File: src/sv/fhe_pkg.sv
// ----------------------------------------------------------------------------
// fhe_pkg: shared definitions of the fire heat effect
// Widths, register map, reset values, datapath commands and status types.
// ----------------------------------------------------------------------------
package fhe_pkg;

    localparam int CELLS_DEF      = 64;
    localparam int SPARK_ZONE_DEF = 7;

    // Field widths
    localparam int PIX_W     = 6;
    localparam int COLOR_W   = 8;
    localparam int HEAT_W    = 8;
    localparam int ROLL_W    = 8;
    localparam int CELL_W    = 3;
    localparam int BOOST_W   = 8;
    localparam int S_TDATA_W = 24;
    localparam int M_TDATA_W = 32;

    // Configuration port
    localparam int APB_AW = 5;
    localparam int APB_DW = 32;
    localparam int REG_IDX_W = 3;

    localparam logic [REG_IDX_W-1:0] REG_COOLING      = 3'd0;
    localparam logic [REG_IDX_W-1:0] REG_SPARK_THR    = 3'd1;
    localparam logic [REG_IDX_W-1:0] REG_FRAME_PERIOD = 3'd2;
    localparam logic [REG_IDX_W-1:0] REG_PALETTE      = 3'd3;
    localparam logic [REG_IDX_W-1:0] REG_NOISE_SEED   = 3'd4;

    localparam int PERIOD_W = 10;
    localparam int SEED_W   = 16;

    localparam logic [7:0]          COOLING_RST   = 8'd55;
    localparam logic [7:0]          SPARK_THR_RST = 8'd120;
    localparam logic [PERIOD_W-1:0] PERIOD_RST    = 10'd15;
    localparam logic [1:0]          PALETTE_RST   = 2'd0;
    localparam logic [SEED_W-1:0]   SEED_RST      = 16'd1;

    localparam logic [1:0] PAL_RED   = 2'd0;
    localparam logic [1:0] PAL_GREEN = 2'd1;

    localparam logic [SEED_W-1:0] LFSR_MASK = 16'hB400;

    // Shared divider
    localparam int DIV_NUM_W     = 16;
    localparam int DIV_DEN_W     = 9;
    localparam int DIV_BITS_STEP = 4;

    typedef struct packed {
        logic [7:0]          cooling;
        logic [7:0]          spark_thr;
        logic [PERIOD_W-1:0] frame_period;
        logic [1:0]          palette;
    } t_cfg;

    typedef enum logic [3:0] {
        DP_NOP,
        DP_LATCH,
        DP_SPAN_GO,
        DP_SPAN_SET,
        DP_COOL_GO,
        DP_COOL_WR,
        DP_DIFF_RD,
        DP_DIFF_SUM,
        DP_DIFF_WR,
        DP_SPARK_RD,
        DP_SPARK_WR,
        DP_EMIT_RD,
        DP_EMIT_CALC,
        DP_EMIT_LD
    } t_dp_op;

    typedef struct packed {
        t_dp_op op;
        logic   last;
    } t_dp_cmd;

    typedef struct packed {
        logic div_busy;
        logic out_free;
        logic spark_hit;
    } t_dp_stat;

    // Galois LFSR, shifting right.
    function automatic logic [SEED_W-1:0] lfsr_next(input logic [SEED_W-1:0] v);
        logic [SEED_W-1:0] s;
        s = v >> 1;
        if (v[0]) begin
            s = s ^ LFSR_MASK;
        end
        return s;
    endfunction

endpackage

File: src/sv/fire_heat_effect.sv
// ----------------------------------------------------------------------------
// fire_heat_effect: heat-cell fire effect generator
// One input beat is one millisecond tick; frames of pixel colors come out.
//
//   Channel   Direction  Payload
//   s_axis    in         tdata: spark_roll[7:0], spark_cell[10:8],
//                        spark_boost[18:11], zero fill
//   m_axis    out        tdata: pixel_index[5:0], red[13:6], green[21:14],
//                        blue[29:22], zero fill; tlast: last_pixel
//   APB       in/out     cooling, spark_threshold, frame_period, palette,
//                        noise_seed at byte offsets 0, 4, 8, 12, 16
//
// A tick that brings no frame is taken in the idle state. In a frame tick
// the cooling pass dominates, waiting on the shared divider for each cell.
// Reset is synchronous; after it the next tick emits a frame. A stalled
// output holds the frame walk at the pixel being loaded; ticks are refused
// until the last pixel of a frame sits in the output register.
// ----------------------------------------------------------------------------
module fire_heat_effect #(
    parameter int CELLS      = fhe_pkg::CELLS_DEF,
    parameter int SPARK_ZONE = fhe_pkg::SPARK_ZONE_DEF
) (
    input  logic                           i_clk,
    input  logic                           i_rst_n,
    input  logic                           i_s_axis_tvalid,
    output logic                           o_s_axis_tready,
    // spark_roll, spark_cell, spark_boost from bit 0 up
    input  logic [fhe_pkg::S_TDATA_W-1:0]  i_s_axis_tdata,
    output logic                           o_m_axis_tvalid,
    input  logic                           i_m_axis_tready,
    // pixel_index, red, green, blue from bit 0 up
    output logic [fhe_pkg::M_TDATA_W-1:0]  o_m_axis_tdata,
    output logic                           o_m_axis_tlast,
    input  logic                           psel,
    input  logic                           penable,
    input  logic                           pwrite,
    input  logic [fhe_pkg::APB_AW-1:0]     paddr,
    input  logic [fhe_pkg::APB_DW-1:0]     pwdata,
    output logic [fhe_pkg::APB_DW-1:0]     prdata,
    output logic                           pready
);
    import fhe_pkg::*;

    t_cfg                     cfg;
    logic                     seed_load;
    logic [SEED_W-1:0]        seed;
    t_dp_cmd                  cmd;
    t_dp_stat                 stat;
    logic [$clog2(CELLS)-1:0] idx;

    fhe_cfg u_cfg (
        .i_clk       (i_clk),
        .i_rst_n     (i_rst_n),
        .psel        (psel),
        .penable     (penable),
        .pwrite      (pwrite),
        .paddr       (paddr),
        .pwdata      (pwdata),
        .prdata      (prdata),
        .pready      (pready),
        .o_cfg       (cfg),
        .o_seed_load (seed_load),
        .o_seed      (seed)
    );

    fhe_ctrl #(
        .CELLS (CELLS)
    ) u_ctrl (
        .i_clk          (i_clk),
        .i_rst_n        (i_rst_n),
        .i_s_tvalid     (i_s_axis_tvalid),
        .o_s_tready     (o_s_axis_tready),
        .i_frame_period (cfg.frame_period),
        .i_stat         (stat),
        .o_cmd          (cmd),
        .o_idx          (idx)
    );

    fhe_dp #(
        .CELLS      (CELLS),
        .SPARK_ZONE (SPARK_ZONE)
    ) u_dp (
        .i_clk       (i_clk),
        .i_rst_n     (i_rst_n),
        .i_cmd       (cmd),
        .i_idx       (idx),
        .i_cfg       (cfg),
        .i_seed_load (seed_load),
        .i_seed      (seed),
        .i_s_tdata   (i_s_axis_tdata),
        .o_stat      (stat),
        .o_m_tvalid  (o_m_axis_tvalid),
        .o_m_tdata   (o_m_axis_tdata),
        .o_m_tlast   (o_m_axis_tlast),
        .i_m_tready  (i_m_axis_tready)
    );

endmodule

File: src/sv/fhe_cfg.sv
// ----------------------------------------------------------------------------
// fhe_cfg: configuration registers
// APB-style register file; a seed write also reloads the noise generator.
// ----------------------------------------------------------------------------
module fhe_cfg (
    input  logic                        i_clk,
    input  logic                        i_rst_n,
    input  logic                        psel,
    input  logic                        penable,
    input  logic                        pwrite,
    input  logic [fhe_pkg::APB_AW-1:0]  paddr,
    input  logic [fhe_pkg::APB_DW-1:0]  pwdata,
    output logic [fhe_pkg::APB_DW-1:0]  prdata,
    output logic                        pready,
    output fhe_pkg::t_cfg               o_cfg,
    output logic                        o_seed_load,
    output logic [fhe_pkg::SEED_W-1:0]  o_seed
);
    import fhe_pkg::*;

    t_cfg                 r_cfg;
    logic [SEED_W-1:0]    r_seed;
    logic                 wr_en;
    logic [REG_IDX_W-1:0] reg_idx;

    assign pready  = 1'b1;
    assign reg_idx = paddr[APB_AW-1:2];
    assign wr_en   = psel && penable && pwrite;

    always_ff @(posedge i_clk) begin
        if (!i_rst_n) begin
            r_cfg.cooling      <= COOLING_RST;
            r_cfg.spark_thr    <= SPARK_THR_RST;
            r_cfg.frame_period <= PERIOD_RST;
            r_cfg.palette      <= PALETTE_RST;
            r_seed             <= SEED_RST;
        end else if (wr_en) begin
            unique case (reg_idx)
                REG_COOLING:      r_cfg.cooling      <= pwdata[7:0];
                REG_SPARK_THR:    r_cfg.spark_thr    <= pwdata[7:0];
                REG_FRAME_PERIOD: r_cfg.frame_period <= pwdata[PERIOD_W-1:0];
                REG_PALETTE:      r_cfg.palette      <= pwdata[1:0];
                REG_NOISE_SEED:   r_seed             <= pwdata[SEED_W-1:0];
                default: ;
            endcase
        end
    end

    always_comb begin
        unique case (reg_idx)
            REG_COOLING:      prdata = APB_DW'(r_cfg.cooling);
            REG_SPARK_THR:    prdata = APB_DW'(r_cfg.spark_thr);
            REG_FRAME_PERIOD: prdata = APB_DW'(r_cfg.frame_period);
            REG_PALETTE:      prdata = APB_DW'(r_cfg.palette);
            REG_NOISE_SEED:   prdata = APB_DW'(r_seed);
            default:          prdata = '0;
        endcase
    end

    assign o_cfg       = r_cfg;
    assign o_seed      = pwdata[SEED_W-1:0];
    assign o_seed_load = wr_en && (reg_idx == REG_NOISE_SEED);

endmodule

File: src/sv/fhe_div.sv
// ----------------------------------------------------------------------------
// fhe_div: iterative unsigned divider
// Restoring division, a few quotient bits per cycle.
// ----------------------------------------------------------------------------
module fhe_div (
    input  logic                          i_clk,
    input  logic                          i_rst_n,
    input  logic                          i_start,
    input  logic [fhe_pkg::DIV_NUM_W-1:0] i_num,
    input  logic [fhe_pkg::DIV_DEN_W-1:0] i_den,
    output logic                          o_busy,
    output logic [fhe_pkg::DIV_NUM_W-1:0] o_quot,
    output logic [fhe_pkg::DIV_DEN_W-1:0] o_rem
);
    import fhe_pkg::*;

    localparam int STEPS = DIV_NUM_W / DIV_BITS_STEP;
    localparam int CNT_W = $clog2(STEPS + 1);

    logic [CNT_W-1:0]     r_cnt;
    logic [DIV_NUM_W-1:0] r_quot;
    logic [DIV_DEN_W-1:0] r_rem;
    logic [DIV_DEN_W-1:0] r_den;
    logic [DIV_NUM_W-1:0] n_quot;
    logic [DIV_DEN_W-1:0] n_rem;
    logic [DIV_DEN_W:0]   trial;

    always_comb begin
        n_quot = r_quot;
        n_rem  = r_rem;
        trial  = '0;
        for (int s = 0; s < DIV_BITS_STEP; s++) begin
            trial  = {n_rem, n_quot[DIV_NUM_W-1]};
            n_quot = {n_quot[DIV_NUM_W-2:0], 1'b0};
            if (trial >= {1'b0, r_den}) begin
                trial     = trial - {1'b0, r_den};
                n_quot[0] = 1'b1;
            end
            n_rem = trial[DIV_DEN_W-1:0];
        end
    end

    always_ff @(posedge i_clk) begin
        if (!i_rst_n) begin
            r_cnt <= '0;
        end else if (i_start) begin
            r_cnt <= CNT_W'(STEPS);
        end else if (r_cnt != '0) begin
            r_cnt <= r_cnt - CNT_W'(1);
        end
    end

    always_ff @(posedge i_clk) begin
        if (i_start) begin
            r_quot <= i_num;
            r_rem  <= '0;
            r_den  <= i_den;
        end else if (r_cnt != '0) begin
            r_quot <= n_quot;
            r_rem  <= n_rem;
        end
    end

    assign o_busy = (r_cnt != '0);
    assign o_quot = r_quot;
    assign o_rem  = r_rem;

endmodule

File: src/sv/fhe_dp.sv
// ----------------------------------------------------------------------------
// fhe_dp: fire effect datapath
// Heat memory, noise generator, cooling, diffusion, spark and color mapping.
// ----------------------------------------------------------------------------
module fhe_dp #(
    parameter int CELLS      = fhe_pkg::CELLS_DEF,
    parameter int SPARK_ZONE = fhe_pkg::SPARK_ZONE_DEF
) (
    input  logic                             i_clk,
    input  logic                             i_rst_n,
    input  fhe_pkg::t_dp_cmd                 i_cmd,
    input  logic [$clog2(CELLS)-1:0]         i_idx,
    input  fhe_pkg::t_cfg                    i_cfg,
    input  logic                             i_seed_load,
    input  logic [fhe_pkg::SEED_W-1:0]       i_seed,
    input  logic [fhe_pkg::S_TDATA_W-1:0]    i_s_tdata,
    output fhe_pkg::t_dp_stat                o_stat,
    output logic                             o_m_tvalid,
    output logic [fhe_pkg::M_TDATA_W-1:0]    o_m_tdata,
    output logic                             o_m_tlast,
    input  logic                             i_m_tready
);
    import fhe_pkg::*;

    localparam int AW = $clog2(CELLS);

    logic [HEAT_W-1:0]    r_heat [CELLS];
    logic [HEAT_W-1:0]    r_rd_a;
    logic [HEAT_W-1:0]    r_rd_b;
    logic [SEED_W-1:0]    r_lfsr;
    logic                 r_warm;
    logic [DIV_DEN_W-1:0] r_span;
    logic                 r_hit;
    logic [AW-1:0]        r_spark_y;
    logic [BOOST_W-1:0]   r_boost;
    logic [9:0]           r_sum;
    logic [COLOR_W-1:0]   r_tone;
    logic                 r_out_valid;
    logic [M_TDATA_W-1:0] r_out_data;
    logic                 r_out_last;

    logic                 rd_a_en;
    logic                 rd_b_en;
    logic [AW-1:0]        rd_a_addr;
    logic [AW-1:0]        rd_b_addr;
    logic                 wr_en;
    logic [AW-1:0]        wr_addr;
    logic [HEAT_W-1:0]    wr_data;

    logic                 div_start;
    logic [DIV_NUM_W-1:0] div_num;
    logic [DIV_DEN_W-1:0] div_den;
    logic                 div_busy;
    logic [DIV_NUM_W-1:0] div_quot;
    logic [DIV_DEN_W-1:0] div_rem;

    logic [SEED_W-1:0]    lfsr_step;
    logic [HEAT_W-1:0]    cool_h;
    logic [HEAT_W-1:0]    cool_val;
    logic [19:0]          diff_prod;
    logic [ROLL_W-1:0]    in_roll;
    logic [CELL_W-1:0]    in_cell;
    logic [BOOST_W-1:0]   in_boost;
    logic [3:0]           zone_v;
    logic [15:0]          tone_x;
    logic [16:0]          tone_q;
    logic [COLOR_W-1:0]   ramp;
    logic                 band_hot;
    logic                 band_mid;
    logic [COLOR_W-1:0]   red;
    logic [COLOR_W-1:0]   green;
    logic [COLOR_W-1:0]   blue;
    logic                 out_free;

    assign in_roll  = i_s_tdata[ROLL_W-1:0];
    assign in_cell  = i_s_tdata[ROLL_W+CELL_W-1:ROLL_W];
    assign in_boost = i_s_tdata[ROLL_W+CELL_W+BOOST_W-1:ROLL_W+CELL_W];

    assign lfsr_step = lfsr_next(r_lfsr);
    assign out_free  = !r_out_valid || i_m_tready;

    // Spark cell folded into the spark zone by repeated subtraction.
    always_comb begin
        zone_v = 4'(in_cell);
        for (int k = 0; k < 8; k++) begin
            if (zone_v >= 4'(SPARK_ZONE)) begin
                zone_v = zone_v - 4'(SPARK_ZONE);
            end
        end
    end

    // Cells read as zero until the first cooling pass has written them all.
    assign cool_h   = r_warm ? r_rd_a : '0;
    assign cool_val = ({1'b0, cool_h} < div_rem) ? '0 : (cool_h - div_rem[HEAT_W-1:0]);

    // Division by three as a multiply by 683/2048, exact for sums below 768.
    assign diff_prod = 20'(r_sum) * 20'd683;

    always_comb begin
        rd_a_en   = 1'b0;
        rd_b_en   = 1'b0;
        rd_a_addr = i_idx;
        rd_b_addr = i_idx;
        wr_en     = 1'b0;
        wr_addr   = i_idx;
        wr_data   = cool_val;
        div_start = 1'b0;
        div_num   = DIV_NUM_W'(lfsr_step);
        div_den   = r_span;
        unique case (i_cmd.op)
            DP_SPAN_GO: begin
                div_start = 1'b1;
                div_num   = DIV_NUM_W'({i_cfg.cooling, 3'b000})
                          + DIV_NUM_W'({i_cfg.cooling, 1'b0});
                div_den   = DIV_DEN_W'(CELLS);
            end
            DP_COOL_GO: begin
                div_start = 1'b1;
                rd_a_en   = 1'b1;
            end
            DP_COOL_WR: begin
                wr_en = 1'b1;
            end
            DP_DIFF_RD: begin
                rd_a_en   = 1'b1;
                rd_b_en   = 1'b1;
                rd_a_addr = i_idx - AW'(1);
                rd_b_addr = i_idx - AW'(2);
            end
            DP_DIFF_WR: begin
                wr_en   = 1'b1;
                wr_data = diff_prod[18:11];
            end
            DP_SPARK_RD: begin
                rd_a_en   = 1'b1;
                rd_a_addr = r_spark_y;
            end
            DP_SPARK_WR: begin
                wr_en   = 1'b1;
                wr_addr = r_spark_y;
                wr_data = r_rd_a + r_boost;
            end
            DP_EMIT_RD: begin
                rd_a_en = 1'b1;
            end
            default: ;
        endcase
    end

    always_ff @(posedge i_clk) begin
        if (wr_en) begin
            r_heat[wr_addr] <= wr_data;
        end
        if (rd_a_en) begin
            r_rd_a <= r_heat[rd_a_addr];
        end
        if (rd_b_en) begin
            r_rd_b <= r_heat[rd_b_addr];
        end
    end

    fhe_div u_div (
        .i_clk   (i_clk),
        .i_rst_n (i_rst_n),
        .i_start (div_start),
        .i_num   (div_num),
        .i_den   (div_den),
        .o_busy  (div_busy),
        .o_quot  (div_quot),
        .o_rem   (div_rem)
    );

    always_ff @(posedge i_clk) begin
        if (!i_rst_n) begin
            r_lfsr <= SEED_RST;
            r_warm <= 1'b0;
        end else begin
            if (i_seed_load) begin
                r_lfsr <= (i_seed == '0) ? SEED_W'(1) : i_seed;
            end else if (i_cmd.op == DP_COOL_GO) begin
                r_lfsr <= lfsr_step;
            end
            if (i_cmd.op == DP_COOL_WR && i_cmd.last) begin
                r_warm <= 1'b1;
            end
        end
    end

    // Heat to color: tone = round(heat * 191 / 255).
    assign tone_x   = 16'(r_rd_a) * 16'd191 + 16'd127;
    assign tone_q   = 17'(tone_x) + 17'd1 + 17'(tone_x[15:8]);
    assign ramp     = {r_tone[5:0], 2'b00};
    assign band_hot = (r_tone > 8'h80);
    assign band_mid = (r_tone > 8'h40);

    always_comb begin
        unique case (i_cfg.palette)
            PAL_RED: begin
                if (band_hot) begin
                    red = 8'hFF; green = 8'hFF; blue = ramp;
                end else if (band_mid) begin
                    red = 8'hFF; green = ramp; blue = '0;
                end else begin
                    red = ramp; green = '0; blue = '0;
                end
            end
            PAL_GREEN: begin
                if (band_hot) begin
                    red = 8'hFF; green = 8'hFF; blue = ramp;
                end else if (band_mid) begin
                    red = ramp; green = 8'hFF; blue = '0;
                end else begin
                    red = '0; green = ramp; blue = '0;
                end
            end
            default: begin
                if (band_hot) begin
                    red = 8'hFF; green = ramp; blue = 8'hFF;
                end else if (band_mid) begin
                    red = ramp; green = '0; blue = 8'hFF;
                end else begin
                    red = '0; green = '0; blue = ramp;
                end
            end
        endcase
    end

    always_ff @(posedge i_clk) begin
        if (i_cmd.op == DP_LATCH) begin
            r_hit     <= (in_roll < i_cfg.spark_thr);
            r_spark_y <= AW'(zone_v);
            r_boost   <= in_boost;
        end
        if (i_cmd.op == DP_SPAN_SET) begin
            r_span <= div_quot[DIV_DEN_W-1:0] + DIV_DEN_W'(2);
        end
        if (i_cmd.op == DP_DIFF_SUM) begin
            r_sum <= 10'(r_rd_a) + {1'b0, r_rd_b, 1'b0};
        end
        if (i_cmd.op == DP_EMIT_CALC) begin
            r_tone <= tone_q[15:8];
        end
        if (i_cmd.op == DP_EMIT_LD) begin
            r_out_data <= M_TDATA_W'({blue, green, red, PIX_W'(i_idx)});
            r_out_last <= i_cmd.last;
        end
    end

    always_ff @(posedge i_clk) begin
        if (!i_rst_n) begin
            r_out_valid <= 1'b0;
        end else if (i_cmd.op == DP_EMIT_LD) begin
            r_out_valid <= 1'b1;
        end else if (i_m_tready) begin
            r_out_valid <= 1'b0;
        end
    end

    assign o_stat.div_busy  = div_busy;
    assign o_stat.out_free  = out_free;
    assign o_stat.spark_hit = r_hit;

    assign o_m_tvalid = r_out_valid;
    assign o_m_tdata  = r_out_data;
    assign o_m_tlast  = r_out_last;

endmodule

File: src/sv/fhe_ctrl.sv
// ----------------------------------------------------------------------------
// fhe_ctrl: fire effect sequencer
// Frame timing and the pass-by-pass walk over the heat cells.
// ----------------------------------------------------------------------------
module fhe_ctrl #(
    parameter int CELLS = fhe_pkg::CELLS_DEF
) (
    input  logic                           i_clk,
    input  logic                           i_rst_n,
    input  logic                           i_s_tvalid,
    output logic                           o_s_tready,
    input  logic [fhe_pkg::PERIOD_W-1:0]   i_frame_period,
    input  fhe_pkg::t_dp_stat              i_stat,
    output fhe_pkg::t_dp_cmd               o_cmd,
    output logic [$clog2(CELLS)-1:0]       o_idx
);
    import fhe_pkg::*;

    localparam int          AW   = $clog2(CELLS);
    localparam logic [AW-1:0] LAST = AW'(CELLS - 1);

    typedef enum logic [3:0] {
        ST_IDLE,
        ST_SPAN_GO,
        ST_SPAN_WAIT,
        ST_COOL_GO,
        ST_COOL_WAIT,
        ST_COOL_WR,
        ST_DIFF_RD,
        ST_DIFF_SUM,
        ST_DIFF_WR,
        ST_SPARK_RD,
        ST_SPARK_WR,
        ST_EMIT_RD,
        ST_EMIT_CALC,
        ST_EMIT_LD
    } t_state;

    t_state              r_state;
    logic [AW-1:0]       r_idx;
    logic [PERIOD_W-1:0] r_ticks;
    logic                r_due;
    logic [PERIOD_W-1:0] n_ticks;
    logic                tick_hit;

    assign n_ticks  = r_ticks + PERIOD_W'(1);
    assign tick_hit = (n_ticks >= i_frame_period) || (n_ticks == '0);

    always_ff @(posedge i_clk) begin
        if (!i_rst_n) begin
            r_state <= ST_IDLE;
            r_idx   <= '0;
            r_ticks <= '0;
            r_due   <= 1'b1;
        end else begin
            unique case (r_state)
                ST_IDLE: begin
                    if (i_s_tvalid) begin
                        r_ticks <= tick_hit ? '0 : n_ticks;
                        r_due   <= tick_hit;
                        if (r_due) begin
                            r_state <= ST_SPAN_GO;
                        end
                    end
                end
                ST_SPAN_GO: r_state <= ST_SPAN_WAIT;
                ST_SPAN_WAIT: begin
                    if (!i_stat.div_busy) begin
                        r_idx   <= '0;
                        r_state <= ST_COOL_GO;
                    end
                end
                ST_COOL_GO: r_state <= ST_COOL_WAIT;
                ST_COOL_WAIT: begin
                    if (!i_stat.div_busy) begin
                        r_state <= ST_COOL_WR;
                    end
                end
                ST_COOL_WR: begin
                    if (r_idx == LAST) begin
                        r_state <= ST_DIFF_RD;
                    end else begin
                        r_idx   <= r_idx + AW'(1);
                        r_state <= ST_COOL_GO;
                    end
                end
                ST_DIFF_RD:  r_state <= ST_DIFF_SUM;
                ST_DIFF_SUM: r_state <= ST_DIFF_WR;
                ST_DIFF_WR: begin
                    if (r_idx == AW'(2)) begin
                        r_idx   <= '0;
                        r_state <= i_stat.spark_hit ? ST_SPARK_RD : ST_EMIT_RD;
                    end else begin
                        r_idx   <= r_idx - AW'(1);
                        r_state <= ST_DIFF_RD;
                    end
                end
                ST_SPARK_RD: r_state <= ST_SPARK_WR;
                ST_SPARK_WR: r_state <= ST_EMIT_RD;
                ST_EMIT_RD:   r_state <= ST_EMIT_CALC;
                ST_EMIT_CALC: r_state <= ST_EMIT_LD;
                ST_EMIT_LD: begin
                    if (i_stat.out_free) begin
                        if (r_idx == LAST) begin
                            r_state <= ST_IDLE;
                        end else begin
                            r_idx   <= r_idx + AW'(1);
                            r_state <= ST_EMIT_RD;
                        end
                    end
                end
                default: r_state <= ST_IDLE;
            endcase
        end
    end

    always_comb begin
        o_cmd.op   = DP_NOP;
        o_cmd.last = (r_idx == LAST);
        unique case (r_state)
            ST_IDLE:      o_cmd.op = (i_s_tvalid && r_due) ? DP_LATCH : DP_NOP;
            ST_SPAN_GO:   o_cmd.op = DP_SPAN_GO;
            ST_SPAN_WAIT: o_cmd.op = i_stat.div_busy ? DP_NOP : DP_SPAN_SET;
            ST_COOL_GO:   o_cmd.op = DP_COOL_GO;
            ST_COOL_WAIT: o_cmd.op = DP_NOP;
            ST_COOL_WR:   o_cmd.op = DP_COOL_WR;
            ST_DIFF_RD:   o_cmd.op = DP_DIFF_RD;
            ST_DIFF_SUM:  o_cmd.op = DP_DIFF_SUM;
            ST_DIFF_WR:   o_cmd.op = DP_DIFF_WR;
            ST_SPARK_RD:  o_cmd.op = DP_SPARK_RD;
            ST_SPARK_WR:  o_cmd.op = DP_SPARK_WR;
            ST_EMIT_RD:   o_cmd.op = DP_EMIT_RD;
            ST_EMIT_CALC: o_cmd.op = DP_EMIT_CALC;
            ST_EMIT_LD:   o_cmd.op = i_stat.out_free ? DP_EMIT_LD : DP_NOP;
            default:      o_cmd.op = DP_NOP;
        endcase
    end

    assign o_s_tready = (r_state == ST_IDLE);
    assign o_idx      = r_idx;

endmodule

File: config.mk
export PLATFORM = sky130hd
export DESIGN_NAME = fire_heat_effect
export DESIGN_NICKNAME = d
export VERILOG_FILES = /design/src/sv/fhe_pkg.sv /design/src/sv/fire_heat_effect.sv /design/src/sv/fhe_cfg.sv /design/src/sv/fhe_div.sv /design/src/sv/fhe_dp.sv /design/src/sv/fhe_ctrl.sv
export SDC_FILE = /design/constraint.sdc
export NUM_CORES = 2
export LEC_CHECK = 0
export BUFFER_PORTS_ARGS = -buffer_cell sky130_fd_sc_hd__clkbuf_2
export CORE_AREA = 2 2 425 216
export DETAILED_ROUTE_END_ITERATION = 10
export DIE_AREA = 0 0 427 218
export GPL_ROUTABILITY_DRIVEN = 0
export PLACE_DENSITY = 0.65
export SETUP_SLACK_MARGIN = 0.2
export SLEW_MARGIN = 20
export SYNTH_ARGS = -nofsm -noshare
export SYNTH_HDL_FRONTEND = slang
export SYNTH_SLANG_ARGS = --single-unit
export TNS_END_PERCENT = 1
File: constraint.sdc
create_clock -name i_clk -period 9.8 [get_ports i_clk]
set_clock_uncertainty 0.15 [all_clocks]
set_input_delay 2.45 -clock i_clk [delete_from_list [all_inputs] [get_ports i_clk]]
set_output_delay 2.45 -clock i_clk [all_outputs]
set_load 0.1 [all_outputs]
==> impl_summary.log <==
INFO  metric cts.htree.levels = 3
INFO  metric ant_nets = 0
INFO  metric async_reset_ff_share = 0%
INFO  metric ys_seq_elements = 716
INFO  metric crit_path_top_delay_cell = sky130_fd_sc_hd__mux2_4
INFO  metric clkTransAtPathRegs = 0.07 ns
INFO  metric r2r_slack = 0.68 ns
INFO  metric cp.arrival = 9.41 ns
INFO  metric remaining_drc_errors = 0
INFO  metric track_usage = 25.4%
INFO  metric wl_per_cell = 24.2 um
INFO  metric timing.setup.critical_path_class = in2reg
INFO  metric relSlewSlack = 15.0%
INFO  metric globalRouteOverflowTotal = 0
INFO  metric count_of_standard_cell_rows = 78
INFO  metric final_util = 51.0%
INFO  metric num_io_pins = 136
INFO  metric yosysTopAreaCell = sky130_fd_sc_hd__edfxtp_1
INFO  metric post-synth-top-area-fraction = 44.7%
INFO  metric total_power = 13.8 mW
INFO  metric fin_crit_sh = 93.7%
INFO  metric layout.nets = 4,006
INFO  metric initial_utilization = 46.6%
INFO  metric totalWireLength = 119 mm
INFO  metric met1_length = 58.4 mm
INFO  metric worstMarginPinSlew = 1.27 ns
INFO  metric largest_net_degree_at_the_start_of_global_routing = 212
INFO  metric core_area = 89,600 um^2
INFO  metric post_cts_hold_buffer_count = 0
INFO  metric die-height = 218 um
INFO  metric post_synth_most_frequent_cells = sky130_fd_sc_hd__edfxtp_1, sky130_fd_sc_hd__nand2_1, sky130_fd_sc_hd__nor2_1, sky130_fd_sc_hd__a21oi_1, sky130_fd_sc_hd__ha_1
INFO  metric slowest_delay = 0.35 ns
INFO  metric vdd.ir_drop.worst = 0.934 mV
INFO  metric drt_pre_antenna_iters = 6
INFO  metric most_common_cell_in_the_synthesized_netlist = sky130_fd_sc_hd__edfxtp_1
INFO  metric crit_top_cell = sky130_fd_sc_hd__ha_2
INFO  metric setup.worst_path.end_class = flop
INFO  metric final_period_minus_worst_setup_slack = 9.18 ns
INFO  metric hold_viol_final = 0
INFO  metric top_layer = met4
INFO  metric synth-edff-count = 621
INFO  metric clk_latency = 0.64 ns
INFO  metric timing.final.max_slew_violations = 0
INFO  metric detailroute.wirelength.met3 = 16.5 mm
INFO  metric synth_area = 41,700 um^2
INFO  metric yosys_warnings = 0
INFO  metric hold_path.class = reg2reg
INFO  metric synthTopCellsByArea = sky130_fd_sc_hd__edfxtp_1, sky130_fd_sc_hd__mux4_2, sky130_fd_sc_hd__ha_1, sky130_fd_sc_hd__dfxtp_1, sky130_fd_sc_hd__nand2_1
INFO  metric power_leakage = 16.6 nW
INFO  metric antenna_found_initial = 1
INFO  metric achievable-frequency = 0.109 GHz
INFO  metric synth.yosys.seq_area_share = 49.2%
INFO  metric max-cap-violations = 0
INFO  metric cp_max_fo = 17
INFO  metric grt_pass1_wl = 177 mm
INFO  metric ys.flop_type = sky130_fd_sc_hd__edfxtp_1
INFO  metric synth_cells = 3,687
INFO  metric place_inst = 4,812
INFO  metric viasPerCell = 6.21
INFO  metric post_route_cells_drive_above_1_share = 12.9%
INFO  metric cts.root.buffer_cell = sky130_fd_sc_hd__clkbuf_16
INFO  metric cts_buffer_depth = 3
INFO  metric layout_setup_ws = 0.617 ns
INFO  metric cts_buffers = 66
INFO  metric grt_setup_unrepaired = true
INFO  metric clock_sinks = 716
INFO  metric synth.lib_cells_used.distinct = 85
INFO  metric setup_viol = 0
INFO  metric buffer_ports.inserted = 93
INFO  metric postSynthAreaPerCell = 11.3 um^2
INFO  metric worstPathRequired = 10.03 ns
INFO  metric status = complete, no violations
INFO  metric die_area = 93,100 um^2
INFO  metric p_per_area = 303 nW/um^2
INFO  metric fillerInstances = 7,795
INFO  metric dp.final_hpwl = 83.0 mm
INFO  metric preCtsSetupSlack = 0.00382 ns
INFO  metric cp-start-kind = input pin
INFO  metric fp.dieW = 427 um
INFO  metric num_vias = 30,600
INFO  metric initialDrtViolationCount = 4,344
INFO  metric reg2reg_depth = 38
INFO  metric area_growth_syn_to_layout = 9.41%
INFO  metric totalNegativeSetupSlack = 0 ns
INFO  metric layout.cells.non_filler = 4,931
INFO  metric length_of_routed_met2_wiring = 43.0 mm
INFO  metric clock_tree_from_tritoncts = yes
INFO  metric first_global_vias = 27,600
INFO  metric timing.hold.worst_path_depth = 2
==> metrics by stage <==
step	hold WS (ns)	area, um^2
floorplan	0.256	41900
global route	0.333	45700
detailed placement	0.301	43500
finish	0.313	45700
CTS	0.310	45600
global placement	0.288	43500
==> cells by family after synthesis <==
group / share of synthesized area [%]
and+or+nand+nor: 12.4
AOI/OAI and AO/OA: 13.9
DFF: 49.2
buffers and inverters: 4.33
adders and majority gates: 8.78
muxes: 9.18
xor gates and xnor gates: 2.14
other: 0.0180
==> per-layer routing <==
metal	GRT usage (%)	vias to the layer above
li1	-	13800
met1	43.4	15000
met2	29.8	1677
met3	8.47	110
met4	3.92	0
met5	0	-
==> area by class of cell <==
class | instances | area, um^2 | share of cell area, %
diodes | 1 | 2.50 | 0.00548
clock buffers | 91 | 1790 | 3.91
clock inverters | 27 | 279 | 0.611
inverters | 199 | 747 | 1.64
multi-input cells | 2543 | 19800 | 43.4
flip-flops and latches | 716 | 20600 | 45.0
well taps | 1200 | 1500 | 3.29
repair buffers | 154 | 973 | 2.13
==> flip-flops by register name, indices dropped and copies added, names as in the netlist, 10 cells and up <==
signal	count
u_cfg.r_seed	16
u_dp.r_lfsr	16
u_dp.o_m_tdata	27
u_dp.r_sum	10
u_dp.r_heat	512
u_dp.u_div.o_quot	16
u_ctrl.r_ticks	10
u_cfg.o_cfg	28
==> layout by cell type (no fill, tap or decap), types with 29 or more instances in the layout <==
cell type,count
sky130_fd_sc_hd__inv_1,194
sky130_fd_sc_hd__o21ai_0,94
sky130_fd_sc_hd__clkbuf_16,67
sky130_fd_sc_hd__ha_1,193
sky130_fd_sc_hd__dfxtp_1,94
sky130_fd_sc_hd__xnor2_1,58
sky130_fd_sc_hd__a21oi_1,198
sky130_fd_sc_hd__nor2b_1,62
sky130_fd_sc_hd__a31oi_1,65
sky130_fd_sc_hd__a211oi_1,192
sky130_fd_sc_hd__nor3_1,44
sky130_fd_sc_hd__mux2i_1,60
sky130_fd_sc_hd__nand2_1,474
sky130_fd_sc_hd__clkbuf_2,93
sky130_fd_sc_hd__xor2_1,37
sky130_fd_sc_hd__nor2_1,187
sky130_fd_sc_hd__mux4_2,136
sky130_fd_sc_hd__and2_1,153
sky130_fd_sc_hd__a21o_1,29
sky130_fd_sc_hd__edfxtp_1,621
sky130_fd_sc_hd__nand3_1,38
sky130_fd_sc_hd__buf_4,57
sky130_fd_sc_hd__a311oi_1,90
sky130_fd_sc_hd__fa_1,58
==> worst max-delay path, delay by kind of cell <==
family / cells / cell delay, ns
adder cells (fa/ha/maj): 9 / 1.91
AO/OA/AOI/OAI: 8 / 1.46
AND/OR/NAND/NOR: 7 / 1.38
multiplexers: 4 / 1.31
buffers and inverters: 4 / 0.44
XOR/XNOR: 2 / 0.44
==> final timing paths <==
check                                                      from                                to
worst min-delay path               u_cfg.r_seed[6]$_SDFFE_PN0P_      u_cfg.r_seed[6]$_SDFFE_PN0P_
worst max register to register  u_dp.u_div.o_quot[15]$_DFFE_PP_  u_dp.u_div.o_rem[3]$_SDFFE_PN0N_
worst min register to register     u_cfg.r_seed[6]$_SDFFE_PN0P_      u_cfg.r_seed[6]$_SDFFE_PN0P_
worst max-delay path                          i_s_axis_tdata[8]       u_dp.r_spark_y[1]$_DFFE_PN_
==> repair_timing <==
| action | 4_1_cts | 5_1_grt |
|---|---|---|
| setup endpoints to repair | 0 | 11 |
| hold endpoints to repair | 0 | 0 |
| buffers inserted | 0 | 0 |
| resized for setup | 0 | 8 |
==> report_power, final <==
| group | total [mW] | switching, mW | internal [mW] |
|---|---|---|---|
| sequential | 3.75 | 0.174 | 3.57 |
| clock | 2.58 | 1.18 | 1.40 |
| combinational | 7.51 | 4.41 | 3.10 |
No activity file was read; power rests on OpenSTA's default activity.
